<file path="src/hw/rtl/tgr_pkg.sv">
package tgr_pkg;

    localparam int GLYPH_W = 8;
    localparam logic [11:0] EXT_MAX = 12'hFFF;

    localparam logic [7:0] CH_NUL = 8'h00;
    localparam logic [7:0] CH_TAB = 8'h09;
    localparam logic [7:0] CH_LF  = 8'h0A;
    localparam logic [7:0] CH_CR  = 8'h0D;

    localparam logic FUNC_RENDER   = 1'b0;
    localparam logic FUNC_FONT_WR  = 1'b1;

    localparam logic CFG_DRAW_ENABLE = 1'b0;
    localparam logic CFG_INK_COLOR   = 1'b1;

    typedef enum logic [1:0] {
        KIND_FONT_WR,
        KIND_EXTENT,
        KIND_GLYPH
    } tgr_kind_t;

    // One queued job for the back end.
    typedef struct packed {
        tgr_kind_t   kind;
        logic [10:0] addr;   // font address, or glyph base address
        logic [7:0]  data;   // font byte for a font write
        logic [10:0] px;
        logic [10:0] py;     // y of the glyph's top row
        logic [11:0] ext_w;
        logic [11:0] ext_h;
    } tgr_entry_t;

endpackage

</file>
<file path="src/hw/rtl/tgr_queue.sv">
module tgr_queue #(
    parameter int DEPTH = 4
) (
    input  logic                aclk,
    input  logic                aresetn,
    input  logic                push,
    input  tgr_pkg::tgr_entry_t push_entry,
    output logic                full,
    input  logic                pop,
    output tgr_pkg::tgr_entry_t head,
    output logic                empty
);

    localparam int PW = (DEPTH > 1) ? $clog2(DEPTH) : 1;
    localparam int CW = $clog2(DEPTH + 1);

    tgr_pkg::tgr_entry_t slots [DEPTH];
    logic [PW-1:0] wr_ptr_reg, wr_ptr_next;
    logic [PW-1:0] rd_ptr_reg, rd_ptr_next;
    logic [CW-1:0] count_reg, count_next;
    logic          do_push, do_pop;

    assign full    = (count_reg == CW'(DEPTH));
    assign empty   = (count_reg == '0);
    assign do_push = push && !full;
    assign do_pop  = pop && !empty;
    assign head    = slots[rd_ptr_reg];

    always_comb begin
        wr_ptr_next = wr_ptr_reg;
        rd_ptr_next = rd_ptr_reg;
        count_next  = count_reg;
        if (do_push) begin
            wr_ptr_next = (wr_ptr_reg == PW'(DEPTH - 1)) ? '0 : wr_ptr_reg + 1'b1;
        end
        if (do_pop) begin
            rd_ptr_next = (rd_ptr_reg == PW'(DEPTH - 1)) ? '0 : rd_ptr_reg + 1'b1;
        end
        if (do_push && !do_pop) begin
            count_next = count_reg + 1'b1;
        end else if (do_pop && !do_push) begin
            count_next = count_reg - 1'b1;
        end
    end

    always_ff @(posedge aclk) begin
        if (!aresetn) begin
            wr_ptr_reg <= '0;
            rd_ptr_reg <= '0;
            count_reg  <= '0;
        end else begin
            wr_ptr_reg <= wr_ptr_next;
            rd_ptr_reg <= rd_ptr_next;
            count_reg  <= count_next;
        end
    end

    always_ff @(posedge aclk) begin
        if (do_push) begin
            slots[wr_ptr_reg] <= push_entry;
        end
    end

endmodule

</file>
<file path="config.mk">
export PLATFORM = sky130hd
export DESIGN_NAME = tgr_queue
export DESIGN_NICKNAME = d
export VERILOG_FILES = /design/src/hw/rtl/tgr_pkg.sv /design/src/hw/rtl/tgr_queue.sv
export SDC_FILE = /design/constraint.sdc
export NUM_CORES = 1
export LEC_CHECK = 0
export ABC_AREA = 1
export BUFFER_PORTS_ARGS = -buffer_cell sky130_fd_sc_hd__buf_2
export CORE_MARGIN = 5
export CORE_UTILIZATION = 35
export CTS_CLUSTER_SIZE = 30
export DETAILED_ROUTE_END_ITERATION = 7
export MAX_ROUTING_LAYER = met4
export SLEW_MARGIN = 20
export SYNTH_ARGS = -nofsm -noshare
export SYNTH_HDL_FRONTEND = slang
export SYNTH_SLANG_ARGS = --single-unit
</file>
<file path="constraint.sdc">
create_clock -name aclk -period 3.72 [get_ports aclk]
set_input_delay 0.372 -clock aclk [delete_from_list [all_inputs] [get_ports aclk]]
set_output_delay 0.372 -clock aclk [all_outputs]
set_load 0.02 [all_outputs]
</file>
# Word level (Yosys, flattened, before mapping)
# Memory sizes are Yosys's and may differ from the RTL's. A register that Yosys moved wholly into a read port is not among the register bits.
# Cells that the tools add are included.
dict set report totals {
  word_cells 29
  out_inout_bits 69
  regBits 7
  ram_bits 268
  n_memories 1
  in_bits 71
}
dict set report op_classes {
  addsub 4
  n_reduce_logical 10
  mux 8
  n_eq_ne 3
}
# name depth word_bits read_ports rd_ports_with_merged_regs wr line_no
set memory_table {}
lappend memory_table {slots 4 67 1 1 1 tgr_queue.sv:17} ;# tgr_pkg::tgr_entry_t slots [DEPTH];
# operator count
set op_table {}
lappend op_table {{two-way mux 2 bit} 4}
lappend op_table {{two-way mux 3 bit} 2}
lappend op_table {{adder 2 x 1 -> 2 bit (second input constant)} 2}
lappend op_table {{equality test 2 bit (second input constant)} 2}
lappend op_table {{logical AND 1 bit} 4}
lappend op_table {{zero test 1 bit} 4}
lappend op_table {{adder 3 x 1 -> 3 bit (second input constant)} 1}
lappend op_table {{equality test 3 bit (second input constant)} 1}
lappend op_table {{zero test 3 bit} 1}
lappend op_table {{subtractor 3 x 1 -> 3 bit (second input constant)} 1}
lappend op_table {{two-way mux 1 bit} 2}
lappend op_table {{nonzero test 2 bit} 1}

# Logic depth before layout (Yosys ltp)
dict set report depth {
  ltp_word 7
  ltp_mapped 13
  depth_no_buf 13
}

# Worst setup path before layout
# Ideal clock, no wire load.
dict set report synth_timing {
  path_kind {register to register}
  start {reg count_reg[1]}
  end {mem slots[0][0] (netlist bit), enable pin}
  t_arrival_ns 3.477
  path_buffers 0
  path_slack_ns -0.249
  period_less_slack_ns 3.969
  setup_ns 0.493
  path_stages_with_launch 5
  required_ns 3.227
  cell_sequence {dfxtp_1 -> nor2_1 -> nand2_1 -> nand2_1 -> nor2_1}
}
dict set report synth_via {
  elab_chain_len 5
}
# item line_no
set synth_rtl {}
lappend synth_rtl {{from (decl)} tgr_queue.sv:20} ;# logic [CW-1:0] count_reg, count_next;
lappend synth_rtl {{from (signal assigned)} tgr_queue.sv:54} ;# count_reg <= count_next;
lappend synth_rtl {{equality test 3 bit} tgr_queue.sv:23} ;# assign full = (count_reg == CW'(DEPTH));
lappend synth_rtl {{zero test 1 bit} tgr_queue.sv:25} ;# assign do_push = push && !full;
lappend synth_rtl {{logical AND 1 bit} tgr_queue.sv:25}
lappend synth_rtl {{two-way mux 1 bit} tgr_queue.sv:59} ;# if (do_push) begin
lappend synth_rtl {{two-way mux 1 bit (implied by the code)} tgr_queue.sv:60} ;# slots[wr_ptr_reg] <= push_entry;
lappend synth_rtl {{to (decl)} tgr_queue.sv:17}
# No other way between the ends.

==> metrics <==
Die H=183 um; WP data arrival=2480 ps; Max Used Layer=met4; met2 WL post-DR=10700 um; drt wl/cell=17.7 um; WL met3=1460 um; max cap viols=0; Worst path max stage delay=700 ps; VDD IR max=0.000368 V; clock latency on the worst-skew pair=530 ps; flop and latch count out of synthesis=277; synthesis warning total=0; Num CTS Buffers=29; die width=183 um; start point of the worst hold path=push_entry[22]; Post-synth ARST share=0%; Logic pwr share=27.8%; Critical Path RT=3350 ps; leakage power=4.34 nW; clock slew at reported path FFs=60 ps; Post-CTS Setup Repair Bufs=0; Internal Power=6.19 mW; Psw=3.06 mW; routed vias/inst=4.84; non-filler instance count after layout=1274; max reg flops=268; Placed Instances=1218; unrepaired setup endpoints after global routing=no; gr ovfl total=0; post-synth top area share=77.1%; initial DRC count=274; I/O pins=140; Placement Rows=63; dominant synthesized flop cell=edfxtp_1; Avg Cell Area, Syn=14.5 um2; Max clock buf depth=3; PD cells=743 nW/um2; ANT nets after route=0; Post-synth EDFFs=268; DRC Markers=0; Worst-Margin Slew=978 ps; final wirelength=22600 um; FF-to-FF Start=count_reg[1]; Max FO, Critical Path=134; H-tree levels=1; nets=937; WHS Path Cells=1; hold_buf cts=0; Worst path slowest cell=inv_6; Final Hold Viols=0; Final Skew=11.7 ps; total number of vias=6164; GRT Overall Usage=13.5%; Flop pwr share=42.5%; Crit Path Class=flop to output pin; initial antenna violation count=4; Mapped Area=10400 um2; number of global-route vias before repair=6170; Crit. End Element=output pin; Hold Path Class=primary input to flop; Max Freq=351 MHz; largest net degree at the start of global routing=135; CP Launch Type=flop; relative slew slack=34.8%; number of unique standard cell types used by synthesis=22; first-pass GRT wire length=34600 um; post-synth net total=798; status=finished clean; Root Buffer=clkbuf_16; setup slack, reg-to-reg=1480 ps; Worst Hold End=slots[2][22]; GPL Wtd Cong=0.682; Sw Ratio=33.1%; min cycle time layout=2850 ps; area grow syn2layout=19.2%; Initial Utilization=35.3%; DR pass1 iterations=4; CTS resizes=0; Syn Inst Count=720; Die ar.=33400 um2; worst path cell trace=inv_6 > o21ai_0 > o22ai_1 > buf_2; most common cell in the synthesized netlist=edfxtp_1; cell taking the most area after synthesis=edfxtp_1; Post-DP HPWL=12600 um; worst r2r dst=slots[3][40]; R2R depth=5; top cells by area, synth=edfxtp_1 77%, o21ai_0 6.4%, nor2_1 5.4%; layout cell share with drive strength beyond 1=22.4%; Seq/Total Area, Yosys=78.8%; CTS tree=done; clk sinks=277; final setup fails=0; power after layout=9.25 mW; M1 WL=10100 um; Core ar.=29600 um2; Clk pwr share=29.6%; fin. max-slew vios=0; fin crit share=76.6%; Post-synth top cells=268 x edfxtp_1, 151 x nor2_1, 133 x o21ai_0; # port buffers=139
-- worst max-delay path: cells and delay by family, from the launching register on --
kind | cells | cell delay, ps
buffers and inverters | 2 | 910
DFF | 1 | 510
AOI/OAI and AO/OA | 2 | 400
-- cell families after synthesis --
kind of cell	synth area share (%)
and+or+nand+nor	6.15
AOI/OAI and AO/OA	10.6
DFF	78.8
buffers and inverters	3.46
adders and majority gates	0.911
-- routing by layer --
layer | global-route usage (%) | up-vias
met2 | 21.6 | 145
met3 | 3.47 | 33
met4 | 3.15 | 0
li1 | - | 2973
met5 | - | -
met1 | 17.5 | 3013
-- power groups by stage --
stage / Combinational, mW / Sequential, mW / Clock (mW)
after floorplan: 1.79 / 3.97 / 0
after detailed placement: 2.63 / 4.00 / 0
after global routing: 2.85 / 3.97 / 2.95
final: 2.57 / 3.93 / 2.74
after CTS: 2.64 / 3.94 / 2.82
after global placement: 2.61 / 3.99 / 0
-- area by class of cell --
| type | instances | area (um2) |
|---|---|---|
| Fill cell | 2723 | 17100 |
| Sequential cell | 277 | 8230 |
| Multi-Input combinational cell | 381 | 1880 |
| Timing Repair Buffer | 151 | 848 |
| Clock buffer | 35 | 748 |
| Tap cell | 390 | 488 |
| Clock inverter | 17 | 159 |
| Inverter | 19 | 76.3 |
| Antenna cell | 4 | 10.0 |
-- how the worst max path moves through the flow --
stage / startpoint / endpoint / slack (ps) / depth (start not counted)
2_1_floorplan: count_reg[1] / slots[0][0] / -250 / 4
6_report: flop / head[23] / 870 / 4
5_1_grt: flop / head[29] / 610 / 4
4_1_cts: flop / head[40] / 830 / 4
3_3_place_gp: flop / head[56] / 1460 / 4
3_5_place_dp: flop / head[40] / 1410 / 4
-- stage by stage --
step                      hold slack (ps)  cell area (um2)  utilization [%]  setup TNS (ps)  setup slack [ps]
after floorplan                       471            10400                -          -66820              -249
after global placement                493            11500             39.0               0              1460
after detailed placement              507            11500             39.0               0              1410
after CTS                            19.4            12400             42.0               0               833
after global routing                 26.0            12400             42.1               0               609
final                                48.7            12400             42.1               0               872
-- cells in the final DEF, fill, tap and decap left out --
master and instances:
dfxtp_4 1, buf_2 139, inv_2 1, dfxtp_2 1, ha_1 6, edfxtp_1 268
nor2_4 4, a21oi_1 2, bufinv_16 3, clkbuf_16 29, nand4_1 1, inv_1 17
buf_4 7, o21ai_0 133, fa_1 1, clkinv_1 8, buf_12 5, clkinv_2 3
nor2_1 147, nand3_1 1, o22ai_1 67, clkbuf_1 6, clkinvlp_4 2, nand2_1 15
diode_2 4, inv_6 2, dfxtp_1 7, o21ai_1 3, nand3b_1 1
No activity file was read; power rests on OpenSTA's default activity.
