`src/hw/rtl/tgr_pkg.sv`:
```
package tgr_pkg;

    localparam int GLYPH_W = 8;
    localparam logic [11:0] EXT_MAX = 12'hFFF;

    localparam logic [7:0] CH_NUL = 8'h00;
    localparam logic [7:0] CH_TAB = 8'h09;
    localparam logic [7:0] CH_LF  = 8'h0A;
    localparam logic [7:0] CH_CR  = 8'h0D;

    localparam logic FUNC_RENDER   = 1'b0;
    localparam logic FUNC_FONT_WR  = 1'b1;

    localparam logic CFG_DRAW_ENABLE = 1'b0;
    localparam logic CFG_INK_COLOR   = 1'b1;

    typedef enum logic [1:0] {
        KIND_FONT_WR,
        KIND_EXTENT,
        KIND_GLYPH
    } tgr_kind_t;

    // One queued job for the back end.
    typedef struct packed {
        tgr_kind_t   kind;
        logic [10:0] addr;   // font address, or glyph base address
        logic [7:0]  data;   // font byte for a font write
        logic [10:0] px;
        logic [10:0] py;     // y of the glyph's top row
        logic [11:0] ext_w;
        logic [11:0] ext_h;
    } tgr_entry_t;

endpackage

```
`src/hw/rtl/tgr_front.sv`:
```
module tgr_front #(
    parameter int GLYPH_HEIGHT = 8,
    parameter int MAX_COLUMNS  = 256,
    parameter int MAX_ROWS     = 256
) (
    input  logic                aclk,
    input  logic                aresetn,
    input  logic                s_tvalid,
    output logic                s_tready,
    input  logic                s_tuser,
    input  logic [31:0]         s_tdata,
    input  logic                draw_enable,
    input  logic                q_full,
    output logic                push,
    output tgr_pkg::tgr_entry_t push_entry
);

    localparam int COL_W = $clog2(MAX_COLUMNS + 1);
    localparam int ROW_W = $clog2(MAX_ROWS);
    localparam int WC_W  = (COL_W + 3 > 13) ? COL_W + 3 : 13;
    localparam int HC_RAW = ROW_W + 1 + $clog2(GLYPH_HEIGHT + 1);
    localparam int HC_W  = (HC_RAW > 13) ? HC_RAW : 13;
    localparam int CB_W  = 8 + $clog2(GLYPH_HEIGHT + 1);

    logic [COL_W-1:0] col_reg, col_next, col_eff, col_upd;
    logic [ROW_W-1:0] row_reg, row_next, row_eff, row_upd;
    logic [11:0]      ext_w_reg, ext_w_next, ext_w_eff;
    logic [11:0]      ext_h_reg, ext_h_next, ext_h_eff;
    logic             stopped_reg, stopped_next, stopped_eff;

    logic             func, first;
    logic [7:0]       char_code, font_data;
    logic [10:0]      font_addr;
    logic             accept, printable, counts;
    logic [COL_W:0]   tab_col;
    logic [WC_W-1:0]  w_cand;
    logic [HC_W-1:0]  h_cand;
    logic [11:0]      w_sat, h_sat;

    assign func      = s_tuser;
    assign first     = s_tdata[0];
    assign char_code = s_tdata[8:1];
    assign font_addr = s_tdata[19:9];
    assign font_data = s_tdata[27:20];

    assign s_tready = !q_full;
    assign accept   = s_tvalid && s_tready;
    assign push     = accept;

    // a new string starts from a clean slate
    assign col_eff     = first ? '0 : col_reg;
    assign row_eff     = first ? '0 : row_reg;
    assign ext_w_eff   = first ? '0 : ext_w_reg;
    assign ext_h_eff   = first ? '0 : ext_h_reg;
    assign stopped_eff = first ? 1'b0 : stopped_reg;

    assign tab_col = ({1'b0, col_eff} | (COL_W + 1)'(3)) + 1'b1;

    always_comb begin
        col_upd   = col_eff;
        row_upd   = row_eff;
        printable = 1'b0;
        case (char_code)
            tgr_pkg::CH_LF: begin
                if (row_eff < ROW_W'(MAX_ROWS - 1)) begin
                    row_upd = row_eff + 1'b1;
                end
                col_upd = '0;
            end
            tgr_pkg::CH_CR: begin
                col_upd = col_eff;
            end
            tgr_pkg::CH_TAB: begin
                if (tab_col > (COL_W + 1)'(MAX_COLUMNS)) begin
                    col_upd = COL_W'(MAX_COLUMNS);
                end else begin
                    col_upd = tab_col[COL_W-1:0];
                end
            end
            default: begin
                if (col_eff < COL_W'(MAX_COLUMNS)) begin
                    col_upd = col_eff + 1'b1;
                end
                printable = 1'b1;
            end
        endcase
    end

    assign counts = !stopped_eff && (char_code != tgr_pkg::CH_NUL);

    assign w_cand = WC_W'(col_upd) * WC_W'(tgr_pkg::GLYPH_W);
    assign h_cand = (HC_W'(row_upd) + 1'b1) * HC_W'(GLYPH_HEIGHT);
    assign w_sat  = (w_cand > WC_W'(tgr_pkg::EXT_MAX)) ? tgr_pkg::EXT_MAX : w_cand[11:0];
    assign h_sat  = (h_cand > HC_W'(tgr_pkg::EXT_MAX)) ? tgr_pkg::EXT_MAX : h_cand[11:0];

    always_comb begin
        col_next     = col_eff;
        row_next     = row_eff;
        ext_w_next   = ext_w_eff;
        ext_h_next   = ext_h_eff;
        stopped_next = stopped_eff;
        if (counts) begin
            col_next   = col_upd;
            row_next   = row_upd;
            ext_w_next = (w_sat > ext_w_eff) ? w_sat : ext_w_eff;
            ext_h_next = (h_sat > ext_h_eff) ? h_sat : ext_h_eff;
        end else if (!stopped_eff) begin
            stopped_next = 1'b1;
        end
    end

    always_comb begin
        push_entry.kind  = tgr_pkg::KIND_EXTENT;
        push_entry.addr  = 11'(CB_W'(char_code) * CB_W'(GLYPH_HEIGHT));
        push_entry.data  = font_data;
        push_entry.px    = 11'((WC_W'(col_next) - 1'b1) * WC_W'(tgr_pkg::GLYPH_W));
        push_entry.py    = 11'(HC_W'(row_next) * HC_W'(GLYPH_HEIGHT));
        push_entry.ext_w = ext_w_next;
        push_entry.ext_h = ext_h_next;
        if (func == tgr_pkg::FUNC_FONT_WR) begin
            push_entry.kind = tgr_pkg::KIND_FONT_WR;
            push_entry.addr = font_addr;
        end else if (counts && printable && draw_enable) begin
            push_entry.kind = tgr_pkg::KIND_GLYPH;
        end
    end

    // font writes leave the text state alone
    always_ff @(posedge aclk) begin
        if (!aresetn) begin
            col_reg     <= '0;
            row_reg     <= '0;
            ext_w_reg   <= '0;
            ext_h_reg   <= '0;
            stopped_reg <= 1'b0;
        end else if (accept && func == tgr_pkg::FUNC_RENDER) begin
            col_reg     <= col_next;
            row_reg     <= row_next;
            ext_w_reg   <= ext_w_next;
            ext_h_reg   <= ext_h_next;
            stopped_reg <= stopped_next;
        end
    end

endmodule

```
`config.mk`:
```
export PLATFORM = sky130hd
export DESIGN_NAME = tgr_front
export DESIGN_NICKNAME = d
export VERILOG_FILES = /design/src/hw/rtl/tgr_pkg.sv /design/src/hw/rtl/tgr_front.sv
export SDC_FILE = /design/constraint.sdc
export NUM_CORES = 1
export LEC_CHECK = 0
export ABC_AREA = 1
export BUFFER_PORTS_ARGS = -buffer_cell sky130_fd_sc_hd__buf_2
export CAP_MARGIN = 5
export CORE_UTILIZATION = 55
export CTS_BUF_LIST = sky130_fd_sc_hd__clkbuf_16
export DETAILED_ROUTE_END_ITERATION = 16
export PLACE_DENSITY = 0.86
export SLEW_MARGIN = 15
export SYNTH_ARGS = -nofsm -noshare
export SYNTH_HDL_FRONTEND = slang
export SYNTH_SLANG_ARGS = --single-unit
```
`constraint.sdc`:
```
create_clock -name aclk -period 6.7 [get_ports aclk]
set_input_delay 1.005 -clock aclk [delete_from_list [all_inputs] [get_ports aclk]]
set_output_delay 1.005 -clock aclk [all_outputs]
set_load 0.03 [all_outputs]
```
=== After elaboration in Yosys (flattened, before gate mapping) ===
Cells that the tools add are included.

* Bits of input ports: 38
* Word-level logic and storage cells: 53
* Flip-flop bits (word level): 42

* Add/sub/neg operators: 5
* Mux-type cells: 23
* Bitwise gates (word level): 1
* Order comparisons: 7
* Reductions and logical operators: 9
* Equal/unequal tests: 3

{| class="wikitable"
|+ Operators by type and width
! operator !! count
|-
| $mux W12 || 8
|-
| $mux W9 || 4
|-
| $mux W8 || 4
|-
| $pmux W9 S3 || 1
|-
| $eq A8 B4 Y1 const B || 3
|-
| $gt A12 B12 Y1 || 2
|-
| $gt A12 B12 Y1 const B || 2
|-
| $mux W11 || 1
|-
| $add A9 B1 Y10 const B || 1
|-
| $gt A10 B9 Y1 const B || 1
|-
| $add A8 B1 Y9 const B || 1
|-
| $add A9 B1 Y9 const B || 1
|-
| $lt A9 B9 Y1 const B || 1
|-
| $add A8 B1 Y8 const B || 1
|-
| $lt A8 B8 Y1 const B || 1
|-
| $reduce_bool A8 Y1 || 1
|-
| $sub A8 B1 Y8 const B || 1
|-
| $logic_and A1 B1 Y1 || 5
|-
| $mux W2 || 2
|-
| $mux W1 || 3
|-
| $reduce_or A3 Y1 || 1
|-
| $logic_not A1 Y1 || 2
|-
| $not A1 Y1 || 1
|}

=== Logic depth before layout (Yosys ltp) ===
Gate-level depths: netlist of run 1.

* Word-level depth: 10
* Depth in mapped cells: 31
* Depth with buffers taken out: 30

=== Least setup slack after synthesis of run 1 ===
No wires, ideal clock.

* Kind: input to output
* Start point: in s_tdata[0]
* End point: out push_entry[3] in the netlist's numbering
* Path slack: 901 ps
* Stages on the path: 26
* Data arrival time: 4,794 ps
* Path through: buf_4 clkbuf_1 nor2_1 ha_1 inv_1 nor3_4 nand3_2 nor2_4 nor2_8 inv_1 o21ai_2 o21ai_2 inv_1 ha_1 nor3b_2 nand4_1 inv_1 nand2_1 inv_1 ha_1 nand4_1 nor2_1 nand4_1 o21ai_0 nor2_1 o21ai_0

{| class="wikitable"
|+ RTL lines
! element !! RTL line !! source
|-
| from (decl) || tgr_front.sv:11 || <nowiki>input logic [31:0] s_tdata,</nowiki>
|-
| to (decl) || tgr_front.sv:15 || <nowiki>output tgr_pkg::tgr_entry_t push_entry</nowiki>
|}

==> run metrics, run 1 <==
largest net degree at the start of global routing 47; setup slack, reg-to-reg approximately 2.3 ns; hold path depth 2; Syn-to-layout area delta 12.1%; fin area between 4000 and 5000 um^2; Worst EP required around 5.7 ns; Tmin final around 6.1 ns; most common cell after layout, fill and taps aside inv_1; share of layout cells above drive strength 1 between 20% and 30%; CTS Buf Count 5; R2R cell count 30; fmax 163 MHz; Syn Area/Cell 6.33 um^2; vias in the first global route around 4,400; CTS tree done; clock root buffer clkbuf_16; wire per inst 12.9 um; most frequent cells in the layout 137 x inv_1, 134 x nand2_1, 80 x buf_2; async set or reset register ratio after synthesis 0%; worst skew pair latency 0.28 ns; CTS Buffer Depth 2; most used cell, CP inv_1; Ports 107; worst hold slack 0.473 ns; Max Cap Violations 0; global route total overflow 0; PortBufs 80; initial antenna violation count 0; Reg-to-Reg Start row_reg[0]; CP startpoint kind input port; Main synth FF type dfxtp_1; number of remaining DRC errors 0; Filler Cells Inserted about 700; unrepaired setup endpoints after global routing no; Synthesis Warnings 0; Die Height between 90 and 100 um; GPL Wtd Cong roughly 0.97; Crit Path Category in2out; Lkg Pwr roughly 2.8 nW; maximum vdd drop around 120 uV; Slew headroom around 25%; worst path arrival time roughly 5 ns; hpwl dp between 8000 and 9000 um; slowest stage cell on the critical path ha_1; core area 7730 um^2; final-stage net count just over 800; HP Class reg2reg; drt first-iter violations around 240; clock-pin slew on the worst setup and hold paths 0.06 ns; H-tree depth 2; maximum fanout along the worst path 16; Netlist cell types 50; worst slew pin tran around 1.1 ns; Starting Density a little under three fifths; status complete, no violations; Synth Instances 698; Seq cells post-synth 42; post-CTS sizing 0; postcts setup bufs 0; final wirelength about 11,000 um; ant diodes 0; CTS sink cnt 42; Hold Path Origin ext_h_reg[1]; antenna-violating nets left 0; placed inst area 4790 um^2; total track usage about 27%; Crit path largest cell delay about 0.30 ns; vias per cell approximately 5.3; cts hold-fix bufs 0; final worst-path cycle share between 90% and 100%; Post-Syn Area around 4400 um^2; CP endpoint kind primary output; Max Clock Skew around 0.0075 ns; Slew Viols, Final 0; PD cells 166 nW/um^2; routed vias roughly 4,600; Cell Rows 32; setup TNS 0 ns; Final Hold Viols 0; EDFF count, synth 0; total die area about 8400 um^2; final setup vio count 0; Critical Path Source s_tdata[0]; Die X-Extent between 90 and 100 um; post-synthesis sequential area ratio between 10% and 20%; first-pass GRT wire length approximately 19,000 um; first-pass iteration count of the detailed router 5
[synth_stat cells, types with 2 or more instances]
library cell / instances / area [um^2]
a21oi_1: 49 / 245
a21oi_4: 2 / 32.5
a31oi_1: 2 / 12.5
buf_2: 3 / 15.0
buf_4: 15 / 113
clkbuf_1: 15 / 56.3
clkinv_1: 2 / 7.51
dfxtp_1: 42 / 841
ha_1: 21 / 263
inv_1: 137 / 514
inv_2: 11 / 41.3
nand2_1: 134 / 503
nand2_2: 10 / 62.6
nand2_4: 14 / 158
nand3_1: 37 / 185
nand3_2: 12 / 120
nand3_4: 2 / 35.0
nand4_1: 13 / 81.3
nand4_2: 2 / 25.0
nor2_1: 51 / 191
nor2_2: 4 / 25.0
nor2_4: 6 / 67.6
nor2_8: 2 / 40.0
nor3_1: 6 / 30.0
nor3_4: 2 / 32.5
o211ai_1: 6 / 45.0
o21ai_0: 55 / 275
o21ai_1: 2 / 10.0
o21ai_2: 3 / 26.3
o21bai_1: 2 / 15.0
o221ai_1: 2 / 17.5
xnor2_1: 4 / 35.0
xor2_1: 12 / 105
xor2_2: 2 / 32.5
[power breakdown]
| group | switching, mW | internal, mW |
|---|---|---|
| Clock | 0.104 | 0.173 |
| Combinational | 0.199 | 0.0788 |
| Sequential | 0.00517 | 0.260 |
[routing by layer]
layer / global-route usage (%) / up-vias / routed length [um]
met4: 13.5 / 0 / 384
li1: - / 2306 / -
met2: 50.2 / 161 / 5590
met3: 3.69 / 40 / 563
met1: 30.4 / 2098 / 4550
met5: 0 / - / 0
[path summary, 6_finish.rpt]
path	to
worst min-delay path	ext_h_reg[1]
worst max-delay path	push_entry[5]
worst max register to register	ext_h_reg[6]
worst min register to register	ext_h_reg[1]
[critical path, delay by kind of cell]
kind | cells | cell delay, ns
fa+ha+maj | 2 | 0.52
compound gates | 5 | 0.64
simple gates | 12 | 1.57
buf+inv | 10 | 1.37
[cell type report]
class                      instances  area, um^2  share of cell area [%]
clock inverter                     2        33.8                   0.683
tap                              102         128                    2.58
clock buffer                       5         125                    2.53
sequential                        42         841                    17.0
inverter                         151         569                    11.5
multi-input combinational        474        2810                    56.9
timing repair buffer              85         438                    8.85
[cells by family (layout without fill, tap and decap cells)]
logic type,Yosys count,count (layout),synth area share [%]
and+or+nand+nor,298,298,35.8
buffers and inverters,187,243,17.9
AOI/OAI and AO/OA,130,130,16.7
DFF,42,42,19.0
adders and majority gates,21,21,5.95
xor gates and xnor gates,19,19,4.53
other,1,6,0.0849
[per-stage QoR]
| stage | instances | power [mW] | utilization [%] | setup slack [ns] |
|---|---|---|---|---|
| finish | 861 | 0.820 | 64.0 | 0.559 |
| CTS | 861 | 0.821 | 64.0 | 0.611 |
| detailed placement | 854 | 0.546 | 62.0 | 0.676 |
| global placement | 854 | 0.539 | 62.0 | 0.805 |
| global route | 861 | 0.858 | 64.0 | 0.0757 |
| floorplan | 703 | 0.499 | - | 0.901 |
(Power assumes the default switching activity.)
==> run 2: changes to the inputs <==
--- a/config.mk
+++ b/config.mk
@@ -8,10 +8,10 @@
 export ABC_AREA = 1
 export BUFFER_PORTS_ARGS = -buffer_cell sky130_fd_sc_hd__buf_2
 export CAP_MARGIN = 5
-export CORE_UTILIZATION = 55
+export CORE_UTILIZATION = 45
 export CTS_BUF_LIST = sky130_fd_sc_hd__clkbuf_16
 export DETAILED_ROUTE_END_ITERATION = 16
-export PLACE_DENSITY = 0.86
+export PLACE_DENSITY = 0.73
 export SLEW_MARGIN = 15
 export SYNTH_ARGS = -nofsm -noshare
 export SYNTH_HDL_FRONTEND = slang
==> run 2 against run 1 <==
  * Maximum frequency is 0.32% lower
  * Critical path type unchanged
  * Largest cell class unchanged
  * Critical endpoint unchanged
  * Sequential power hardly changed
  * Combinational power hardly changed
==> run metrics, run 2 (same netlist as run 1, synthesis figures left out) <==
setup slack, reg-to-reg 2.39 ns (+0.07 ns); CTS sink cnt 42 (unchanged); Lkg Pwr 2.79 nW (+0.15%); hpwl dp 8510 um (+3.0%); clock root buffer clkbuf_16; Sw Share 37.5% (-0.12 points); postcts setup bufs 0 (unchanged); internal power 512 uW (about the same); global route total overflow 0 (unchanged); wire per inst 12.5 um (-2.6%); slowest stage cell on the critical path ha_1; antenna-violating nets left 0 (unchanged); Placed Instances 880 (+3.0%); CP startpoint kind input port; first-pass iteration count of the detailed router 5 (unchanged); share of layout cells above drive strength 1 22.3% (-0.13 points); drt first-iter violations 190 (-21%); clock-pin slew on the worst setup and hold paths 0.06 ns (about the same); Max Clock Skew 0.00856 ns (+0.00110 ns); H-tree depth 2 (unchanged); worst slew pin tran 1.05 ns (-0.0758 ns); DP Worst Slack 0.609 ns (-0.0672 ns); fmax 162 MHz (-0.32%); most frequent cells in the layout 139 x inv_1, 134 x nand2_1, 80 x buf_2; worst skew pair latency 0.29 ns (about the same); Starting Density 47.1% (-10 points); status complete, no violations; unrepaired setup endpoints after global routing no; CTS Buf Count 5 (unchanged); Power Total 819 uW (-0.13%); final-stage net count 817 (-0.12%); GPL Wtd Cong 1.02 (+5.1%); Die Height 101 um (+10%); Worst EP required 5.69 ns (about the same); Buffers & Inverters on Critical Path 9 (-1); Comb power frac 33.7% (-0.2 points); share of power burned in registers 32.4% (about the same); Net Sw Power 307 uW (-0.44%); fin area 4980 um^2 (+0.61%); fin util 53.1% (-11 points); vias per cell 5.04 (-5.7%); cts hold-fix bufs 0 (unchanged); Syn-to-layout area delta 12.8%; Tmin final 6.16 ns (+0.0200 ns); HP Class reg2reg; total die area 10,200 um^2 (+22%); final worst-path cycle share 91.9% (+0.30 points); Slew Viols, Final 0 (unchanged); CTS Buffer Depth 2 (unchanged); setup TNS 0 ns (unchanged); Max Cap Violations 0 (unchanged); worst path arrival time 5.16 ns (+0.02 ns); PortBufs 80 (unchanged); final wirelength 11,100 um (+0.46%); core area 9370 um^2 (+21%); PnR worst setup slack 0.539 ns (-0.0200 ns); worst hold slack 0.471 ns (-0.00168 ns); Cell Rows 35 (+9.4%); Die X-Extent 101 um (+10%); maximum fanout along the worst path 9 (-7); largest net degree at the start of global routing 47 (unchanged); ant diodes 0 (unchanged); most used cell, CP inv_1; Largest delay share family, worst path simple AND/OR/NAND/NOR gates; number of remaining DRC errors 0 (unchanged); Slew headroom 30.2% (+5.1 points); total track usage 22.8% (-4.4 points); Crit path largest cell delay 0.30 ns (about the same); first-pass GRT wire length 18,800 um (+0.11%); final setup vio count 0 (unchanged); CP endpoint kind primary output; initial antenna violation count 0 (unchanged); vias in the first global route 4,165 (-5.4%); post-CTS sizing 0 (unchanged); PD cells 165 nW/um^2 (-0.73%); routed vias 4,477 (-2.8%); Clk network pwr share 33.9% (+0.2 points); CTS tree done; Non-Filler Instances 888 (+3.1%); placed inst area 4820 um^2 (+0.55%); most common cell after layout, fill and taps aside inv_1; Crit Path Category in2out; Final Hold Viols 0 (unchanged); Ports 107 (unchanged); maximum vdd drop 123 uV (+1.1%)
==> run 2: power by group through the flow <==
stage                     Sequential (mW)  Clock, mW  Combinational, mW
after floorplan                     0.270          0              0.229
after global placement              0.271          0              0.272
after detailed placement            0.271          0              0.276
after CTS                           0.265      0.283              0.277
after global routing                0.266      0.290              0.303
final                               0.265      0.277              0.276
==> run 2: metal layers <==
layer	vias to the layer above	share of wire [%]	GRT usage, %
met2	110	50	41.6
li1	2304	-	-
met3	24	4.5	2.50
met5	-	0	0
met4	0	2.5	8.25
met1	2039	43	27.4
==> run 2: worst min-delay path, stage by stage (launching register included) <==
cell     delay [ns]
dfxtp_1        0.31
nand2_1        0.06
a21oi_1        0.06
==> run 2: cell type report <==
cell class                 instances  area (um^2)
clock buffer                       5          125
clock inverter                     3         37.5
fill                             980         4390
inverter                         151          569
multi-input combinational        474         2810
sequential                        42          841
tap                              129          161
timing repair buffer              84          430
==> run 2: path summary, 6_finish.rpt <==
check,startpoint,endpoint,cells past startpoint
worst max-delay path,s_tdata[0],push_entry[5],29
worst min-delay path,ext_h_reg[1],ext_h_reg[1],2
worst max register to register,row_reg[0],ext_h_reg[6],30
worst min register to register,ext_h_reg[1],ext_h_reg[1],2
